`src/sv/cartesian_to_polar_turns_defines.svh`:
```
// assertion helpers for the cartesian to polar block
`ifndef CARTESIAN_TO_POLAR_TURNS_DEFINES_SVH
`define CARTESIAN_TO_POLAR_TURNS_DEFINES_SVH

// same-cycle implication, off while reset is low
`define CTP_ASSERT_IMP(lbl, clk, rst_n, ante, cons) \
    lbl: assert property (@(posedge clk) disable iff (!(rst_n)) (ante) |-> (cons)) \
        else $error("ctp assertion failed");

// next-cycle implication, off while reset is low
`define CTP_ASSERT_NXT(lbl, clk, rst_n, ante, cons) \
    lbl: assert property (@(posedge clk) disable iff (!(rst_n)) (ante) |=> (cons)) \
        else $error("ctp assertion failed");

`endif

```
`src/sv/ctp_pkg.sv`:
```
`timescale 1ns / 1ps
`default_nettype none

package ctp_pkg;

    // normalized vector magnitude has exactly this many bits
    localparam int NORM_BITS  = 30;
    // signed width of the rotation datapath, holds the cordic gain growth
    localparam int WORK_BITS  = NORM_BITS + 4;
    // width of the normalization shift count
    localparam int SHIFT_BITS = 5;
    // width of the radius rounding shift count
    localparam int SH_BITS    = 7;
    localparam int ACC_BITS   = 32;
    localparam int TABLE_LEN  = 24;

    // 1/K in Q32
    localparam logic [31:0] INV_GAIN_Q32 = 32'd2608131496;

    // configuration register indexes
    localparam int CFG_IDX_BITS = 2;
    localparam logic [CFG_IDX_BITS-1:0] CFG_CENTER_X = 2'd0;
    localparam logic [CFG_IDX_BITS-1:0] CFG_CENTER_Y = 2'd1;

    // atan(2^-i) in units of 2^-32 turn
    localparam logic [ACC_BITS-1:0] ARC_TABLE [TABLE_LEN] = '{
        32'h20000000, 32'h12E4051E, 32'h09FB385B, 32'h051111D4,
        32'h028B0D43, 32'h0145D7E1, 32'h00A2F61E, 32'h00517C55,
        32'h0028BE53, 32'h00145F2F, 32'h000A2F98, 32'h000517CC,
        32'h00028BE6, 32'h000145F3, 32'h0000A2FA, 32'h0000517D,
        32'h000028BE, 32'h0000145F, 32'h00000A30, 32'h00000518,
        32'h0000028C, 32'h00000146, 32'h000000A3, 32'h00000051
    };

    // word state carried through the rotation stages
    typedef struct packed {
        logic                        zero;
        logic [SHIFT_BITS-1:0]       shift;
        logic signed [WORK_BITS-1:0] u;
        logic signed [WORK_BITS-1:0] v;
        logic [ACC_BITS-1:0]         acc;
    } t_rot;

endpackage

`default_nettype wire

```
`src/sv/ctp_cordic_stage.sv`:
```
`timescale 1ns / 1ps
`default_nettype none

// one vectoring micro-rotation, registered
module ctp_cordic_stage #(
    parameter int STEP = 0
) (
    input  wire logic          i_clk,
    input  wire logic          i_rst_n,
    input  wire logic          i_en,
    input  wire logic          i_vld,
    input  wire ctp_pkg::t_rot i_rot,
    output logic               o_vld,
    output ctp_pkg::t_rot      o_rot
);

    logic                                 r_vld;
    ctp_pkg::t_rot                        r_rot;
    ctp_pkg::t_rot                        n_rot;
    logic signed [ctp_pkg::WORK_BITS-1:0] du;
    logic signed [ctp_pkg::WORK_BITS-1:0] dv;

    always_comb begin
        n_rot = i_rot;
        du    = i_rot.v >>> STEP;
        dv    = i_rot.u >>> STEP;
        if (i_rot.v > 0) begin
            n_rot.u   = i_rot.u + du;
            n_rot.v   = i_rot.v - dv;
            n_rot.acc = i_rot.acc + ctp_pkg::ARC_TABLE[STEP];
        end else begin
            n_rot.u   = i_rot.u - du;
            n_rot.v   = i_rot.v + dv;
            n_rot.acc = i_rot.acc - ctp_pkg::ARC_TABLE[STEP];
        end
    end

    always_ff @(posedge i_clk) begin
        if (!i_rst_n) begin
            r_vld <= 1'b0;
        end else if (i_en) begin
            r_vld <= i_vld;
        end
    end

    always_ff @(posedge i_clk) begin
        if (i_en) begin
            r_rot <= n_rot;
        end
    end

    assign o_vld = r_vld;
    assign o_rot = r_rot;

endmodule

`default_nettype wire

```
`config.mk`:
```
export PLATFORM = sky130hd
export DESIGN_NAME = ctp_cordic_stage
export DESIGN_NICKNAME = d
export VERILOG_FILES = /design/src/sv/cartesian_to_polar_turns_defines.svh /design/src/sv/ctp_pkg.sv /design/src/sv/ctp_cordic_stage.sv
export SDC_FILE = /design/constraint.sdc
export NUM_CORES = 1
export LEC_CHECK = 0
export ABC_AREA = 1
export BUFFER_PORTS_ARGS = -buffer_cell sky130_fd_sc_hd__buf_2
export CORE_ASPECT_RATIO = 1.1
export CORE_MARGIN = 8
export CORE_UTILIZATION = 45
export CTS_BUF_LIST = sky130_fd_sc_hd__clkbuf_4 sky130_fd_sc_hd__clkbuf_8
export DETAILED_ROUTE_END_ITERATION = 8
export PLACE_DENSITY_LB_ADDON = 0.1
export REMOVE_ABC_BUFFERS = 1
export SYNTH_ARGS = -nofsm -noshare
export SYNTH_HDL_FRONTEND = slang
export SYNTH_SLANG_ARGS = --single-unit
export TNS_END_PERCENT = 5
```
`constraint.sdc`:
```
create_clock -name i_clk -period 3.4 [get_ports i_clk]
set_clock_uncertainty 0.15 [all_clocks]
set_input_delay 0.51 -clock i_clk [delete_from_list [all_inputs] [get_ports i_clk]]
set_output_delay 0.51 -clock i_clk [all_outputs]
set_load 0.01 [all_outputs]
```
-- Word level (Yosys, flattened, before mapping)
Index checks and enable logic that the tools add are counted.
- add/sub/neg operators: 5
- multiply operators: 0
- div/mod/pow operators: 0
- $lt $le $gt $ge: 1
- eq/ne operators: 0
- shift operators: 0
- mux-type cells: 1
- bitwise gates (word level): 0
- reductions and logical operators: 0
- operator list (kind ; number):
    $mux 100 ; 1
    $sub 34x34->34 ; 2
    $add 34x34->34 ; 1
    $gt 34x1->1 const B ; 1
    $add 32x30->32 const B ; 1
    $sub 32x30->32 const B ; 1
- flip-flop bits (word level): 107
- latch bits: 0
- memory bits (writable): 0
- bits in read-only memories: 0
- output and inout port bits: 107
- memories: 0

-- Longest topological paths before layout
Gate-level depths: netlist of the first run.
- depth after elaboration: 2
- mapped depth: 17
- depth with buffers taken out: 16

-- Least setup slack after synthesis of the first run
No wires, ideal clock.
- kind: input port to flip-flop
- start: input port i_rot[50] in the netlist's numbering
- end: register r_rot (netlist bit o_rot[31]), data pin
- arrival time: 2.053 ns
- required time: 2.996 ns
- path slack: 0.943 ns
- cell stages on the path: 13
- buffers on the path: 2
- cells stage by stage: inv_1 > nand4_1 > nor2_1 > nand3_1 > nor2_1 > nor2_2 > inv_1 > buf_2 > buf_2 > fa_1 > xor2_1 > xor2_1 > inv_1
- RTL lines (what ; RTL line ; source):
    start, declared ; ctp_cordic_stage.sv:12 ; input wire ctp_pkg::t_rot i_rot,
    end signal, assigned ; ctp_cordic_stage.sv:48 ; r_rot <= n_rot;
    end, declared ; ctp_cordic_stage.sv:18 ; ctp_pkg::t_rot r_rot;

==> results of run 1 <==
[path summary, 6_finish.rpt]
check / from / to / slack, ns / cells past startpoint
worst max register to register: o_vld / o_vld / 2.62 / 2
worst max-delay path: i_rot[36] / o_rot[96] / 0.62 / 14
worst min-delay path: i_rot[28] / o_rot[28] / 0.12 / 1
worst min register to register: o_vld / o_vld / 0.40 / 2
[stage by stage]
stage	util	area (um2)
6_report	0.5233	12280
4_1_cts	0.5233	12280
3_3_place_gp	0.5152	12100
2_1_floorplan	-	10380
3_5_place_dp	0.5152	12100
5_1_grt	0.5233	12280
[logic make-up (layout without fill, tap and decap cells)]
family / count (synthesis) / count (layout) / synth area share
and+or+nand+nor: 809 / 809 / 0.3158
xor gates and xnor gates: 37 / 37 / 0.03045
AOI/OAI and AO/OA: 235 / 235 / 0.1176
DFF: 106 / 106 / 0.2981
adders and majority gates: 104 / 104 / 0.1251
buffers and inverters: 294 / 511 / 0.1130
[state kept, by name, indices dropped and copies added, names as in the netlist]
signal  cells
o_rot     105
o_vld       1
[cell usage in the layout, fill, tap and decap left out, drive strengths merged, types with 3 or more instances in the layout]
cell    instances
nor2          131
ha            100
buf           246
a21o            5
xor2           37
a31oi           3
a21oi         110
o21ai          98
nand2         467
clkbuf         10
clkinv          3
nand3b          3
nor3           18
o21bai         15
nor4            6
fa              4
edfxtp        105
nand4          20
inv           252
or2             3
nand3         158
[layout make-up]
type	instances	area, um2
Fill cell	2493	11190
Clock buffer	10	131.4
Sequential cell	106	3173
Multi-Input combinational cell	1185	6272
Timing Repair Buffer	246	1334
Inverter	249	934.6
Clock inverter	6	57.56
Tap cell	305	381.6
[routing by layer]
layer | track usage | up-vias | wire length (um)
met1 | 0.3453 | 5058 | 16950
met3 | 0.03805 | 54 | 2781
met5 | 0 | - | 0
li1 | - | 5557 | -
met4 | 0.1079 | 0 | 1459
met2 | 0.4547 | 401 | 18180
[power groups by stage]
stage / registers [mW] / logic (mW) / clock network, mW
floorplan: 1.80 / 0.963 / 0
global placement: 1.70 / 1.76 / 0
detailed placement: 1.71 / 1.77 / 0
CTS: 1.68 / 1.78 / 0.873
global route: 1.69 / 1.99 / 0.908
finish: 1.68 / 1.79 / 0.855
==> results.json, run 1 <==
{
  "slew_violations": 0,
  "status": "complete, no violations",
  "synth_edf_count": 105,
  "startpoint_type": "input pin",
  "ys_ff_latch": 106,
  "drv_cap": 0,
  "place_congestion": 1.002,
  "cts-buffers-inserted": 9,
  "drt_iter0_drc": 815,
  "root_buffer": "clkbuf_8",
  "yosysWarnings": 0,
  "std_cell_rows": 59,
  "critPathMostFrequentCell": "nand2_1",
  "diodes": 0,
  "grt_pass1_wl_um": 60240,
  "finalNonFillerCells": 2107,
  "min_period_ns": 2.782,
  "routed_via_density": 5.254,
  "synth_area_leaders": "edfxtp_1, nand2_1, ha_1",
  "syn-mean-instance-area_um2": 6.715,
  "whs_ns": 0.1198,
  "critPathArrivalTime_ns": 2.82,
  "power_frac_comb": 0.414,
  "power_frac_seq": 0.388,
  "seq_area_frac_synth": 0.2981,
  "die_w_um": 162.6,
  "netlist_area_mm2": 0.01064,
  "dp_cells": 2091,
  "async_reset_ff_frac": 0,
  "cpLargestDelayFamily": "simple AND/OR/NAND/NOR gates",
  "cts.repair.resized": 0,
  "h-tree-depth": 3,
  "synth_top_cell_by_area": "edfxtp_1",
  "layout.nets": 2011,
  "postCtsSetupBuffers": 0,
  "timing.slew.headroom": 0.4756,
  "postSynthCellCount": 1585,
  "tns_ns": 0,
  "switchingPower_mw": 1.797,
  "path_class": "input pin to flop",
  "crit_chain": "buf_2, inv_1, ha_1, nand2_1, nor2_1, nand2_1, o211ai_1, nand2_1, nand2_1, nand2_1, nand2_1, nand2_1, nand3_1, nand2_1",
  "drive_gt1_frac": 0.1532,
  "grt_max_degree": 55,
  "clk_latency_ns": 0.40,
  "io_buffers": 216,
  "finalHoldViolations": 0,
  "p_leak_nw": 6.379,
  "endpoint_kind": "flop",
  "first_global_vias": 11080,
  "syn_to_final_growth_pct": 15.42,
  "drc": 0,
  "max_clock_freq_ghz": 0.3595,
  "clk_pin_slew_ns": 0.13,
  "track_usage": 0.2706,
  "synth_top_cells_by_count": "nand2_1, inv_1, nand3_1, nor2_1, a21oi_1",
  "drt-pass1-iter-count": 6,
  "synth_cell_types": 32,
  "clkPwrFrac": 0.198,
  "clkSinkCount": 106,
  "worst-path-buf-inv": 2,
  "setup_ws_ns": 0.6185,
  "hpwl_um": 33350,
  "wl_um": 39380,
  "wire_per_inst_um": 18.69,
  "critPathMaxStageDelay_ns": 0.62,
  "dpl_worst_slack_ns": 0.2057,
  "clockBufferDepth": 2,
  "critPathMaxFanout": 12,
  "hold_buffers": 0,
  "ioPinCount": 217,
  "core_area_mm2": 0.02348,
  "cp_slowest_cell": "ha_1",
  "grt-ovfl-total": 0,
  "vdd_drop_max_mv": 0.1995,
  "finalPower_mw": 4.317,
  "worstPathRequired_ns": 3.44,
  "synth.most_common_cell": "nand2_1",
  "die_y_um": 177.3,
  "ant_nets": 0,
  "start_util": 0.4534,
  "tightest_slew_ns": 0.7866,
  "cts_tree": "yes",
  "p_int_mw": 2.521,
  "synth_top_area_share": 0.2963,
  "via_count": 11070,
  "setup_viol": 0,
  "die_area_mm2": 0.02883,
  "hold_class": "input pin to flop",
  "p_per_area_mw_per_mm2": 351.5,
  "grt_antenna_before_repair": 0,
  "synthFlopType": "edfxtp_1",
  "rsz0062_at_grt": "no",
  "switching_share": 0.4162,
  "post-route-period-util": 0.8181
}
(Power assumes the default switching activity.)
==> run 2: changes to the inputs <==
ABC_AREA = 0   (was 1)
clock period = 2.55 ns   (was 3.4 ns; I/O delays follow)
==> run 2 against run 1 <==
Against the previous run: the run now ends with setup timing left; worst setup slack worse by 1.2 ns; die area is 14% lower; synthesized cell count is 38% lower; sequential power is 36% higher; non-clock buffer count is 344 higher; register-to-register slack worse by 0.84 ns; sequential share of layout area is 2.7 points lower; global-route usage is 0.42 points lower; combinational power is 59% higher; area after synthesis is 15% lower; largest cell class unchanged; highest routed layer unchanged.
==> results.json, run 2 <==
{
  "status": "complete, but fails checks",
  "violations": "setup timing",
  "endpoint_kind": "flop",
  "grt_pass1_wl_um": 51360,
  "die_y_um": 164.4,
  "h-tree-depth": 3,
  "setup_viol": 41,
  "drive_gt1_frac": 0.4205,
  "synth_top_cell_by_area": "edfxtp_1",
  "ioPinCount": 217,
  "ys_ff_latch": 106,
  "p_per_area_mw_per_mm2": 456.2,
  "finalPower_mw": 6.262,
  "diodes": 0,
  "synth_top_area_share": 0.3501,
  "grt_antenna_before_repair": 0,
  "rrSetupSlack_ns": 1.78,
  "startpoint": "i_rot[47]",
  "whs_ns": 0.01226,
  "hold_class": "input pin to flop",
  "rr_startpoint": "o_vld",
  "setup_ws_ns": -0.5634,
  "largest_reg_flops": 105,
  "grt-ovfl-total": 0,
  "netlist_area_mm2": 0.009006,
  "place_congestion": 0.9623,
  "rsz0062_at_grt": "yes",
  "die_area_mm2": 0.02480,
  "synthFlopType": "edfxtp_1",
  "std_cell_rows": 54,
  "startpoint_type": "input pin",
  "worstReg2RegEnd": "o_vld",
  "synth_top_cells_by_count": "a21oi_1, edfxtp_1, ha_1, inv_1, nor2_1",
  "routed_via_density": 5.334,
  "tightest_slew_ns": 0.6702,
  "cpLargestDelayFamily": "compound AO/OA/AOI/OAI gates",
  "hpwl_um": 27430,
  "path_class": "input pin to flop",
  "seq_area_frac_synth": 0.3523,
  "worst-path-buf-inv": 2,
  "cts-buffers-inserted": 9,
  "final_cell_mix": "buf_4, buf_2, edfxtp_1",
  "grt_max_degree": 39,
  "syn_to_final_growth_pct": 52.40,
  "async_reset_ff_frac": 0,
  "cp_slowest_cell": "or4_4",
  "core_area_mm2": 0.01973,
  "p_leak_nw": 6.532,
  "clk_pin_slew_ns": 0.11,
  "clockBufferDepth": 2,
  "postSynthCellCount": 981,
  "synth_area_leaders": "edfxtp_1, ha_1, a21oi_1",
  "synth_cell_types": 68,
  "ant_nets": 0,
  "clk_latency_ns": 0.40,
  "timing.slew.headroom": 0.5522,
  "drc": 0,
  "r2r_cells": 2,
  "max_clock_freq_ghz": 0.3212,
  "via_count": 9564,
  "worstPathRequired_ns": 2.55,
  "critPathMaxStageDelay_ns": 0.53,
  "io_buffers": 216,
  "critPathArrivalTime_ns": 3.11,
  "drv_cap": 0,
  "min_period_ns": 3.113,
  "track_usage": 0.2664,
  "worstSetupPathDepth": 12,
  "drt-pass1-iter-count": 6,
  "yosysWarnings": 0,
  "clkSinkCount": 106,
  "wl_um": 34050,
  "cp-endpoint": "o_rot[65]",
  "wire_per_inst_um": 18.99,
  "drt_iter0_drc": 582,
  "post-route-period-util": 1.221,
  "root_buffer": "clkbuf_8",
  "layout.nets": 1750,
  "finalHoldViolations": 0,
  "slew_violations": 0,
  "syn-mean-instance-area_um2": 9.181,
  "cts_tree": "yes",
  "critPathMaxFanout": 4,
  "die_w_um": 150.9,
  "first_global_vias": 9683,
  "vdd_drop_max_mv": 0.3146,
  "start_util": 0.4565,
  "mostFrequentLayoutCell": "buf_4",
  "crit_chain": "buf_6, inv_4, ha_4, or4_4, nor4_2, or3b_1, a21o_1, a32o_2, o32a_4, o31ai_4, a221o_1, xor2_1",
  "synth_edf_count": 105
}
## run 2: per-stage QoR
step	std cells	utilization	setup TNS [ns]	area [um2]	setup slack, ns
4_1_cts	1791	0.6903	-10.09	13620	-0.5306
3_5_place_dp	1742	0.6500	-49.06	12820	-1.278
6_report	1793	0.6957	-10.45	13730	-0.5634
3_3_place_gp	1742	0.6500	-49.16	12820	-1.303
2_1_floorplan	935	-	-202.93	8818	-4.663
5_1_grt	1793	0.6957	-14.20	13730	-0.6308
## run 2: logic make-up after synthesis
family	count (synthesis)	share of synthesized area
muxes	15	0.01667
DFF	106	0.3523
buffers and inverters	146	0.06252
adders and majority gates	104	0.1478
and+or+nand+nor	221	0.1214
xor gates and xnor gates	68	0.06613
AOI/OAI and AO/OA	321	0.2331
## run 2: worst min path at each step
| stage | start | endpoint | slack, ns | cells past startpoint |
|---|---|---|---|---|
| after floorplan | i_rot[0] | o_rot[0] | 0.33 | 0 |
| after global placement | o_vld | o_vld | 0.35 | 2 |
| after detailed placement | o_vld | o_vld | 0.39 | 2 |
| after CTS | i_rot[0] | o_rot[0] | 0.0003 | 1 |
| after global routing | i_rot[101] | o_rot[101] | 0.003 | 1 |
| final | i_rot[0] | o_rot[0] | 0.01 | 1 |
## run 2: timing repair
item                       in CTS  in global routing
hold endpoints to repair       27                  0
setup endpoints to repair      56                 53
setup buffers                   7                  2
pin swaps                      30                 16
resized for setup              77                 25
hold buffers                   27                  0
## run 2: final cells by class
class                      instances  area [um2]
inverter                         100       385.4
sequential                       106        3173
timing repair buffer             590        4069
clock buffer                       9       123.9
multi-input combinational        729        5588
clock inverter                     7       71.32
fill                            1649        6003
tap                              252       315.3
## run 2: per-layer routing
metal / wire length, um / GRT usage / up-vias
li1: - / - / 4660
met1: 14070 / 0.3169 / 4495
met2: 16500 / 0.4612 / 335
met3: 2217 / 0.05070 / 74
met4: 1266 / 0.1126 / 0
met5: 0 / 0 / -
## run 2: power breakdown
group | switching [mW] | total, mW | internal [mW] | leakage [nW]
sequential | 0.0651 | 2.29 | 2.23 | 1.04
clock | 0.735 | 1.12 | 0.383 | 0.0978
combinational | 1.48 | 2.85 | 1.37 | 5.40
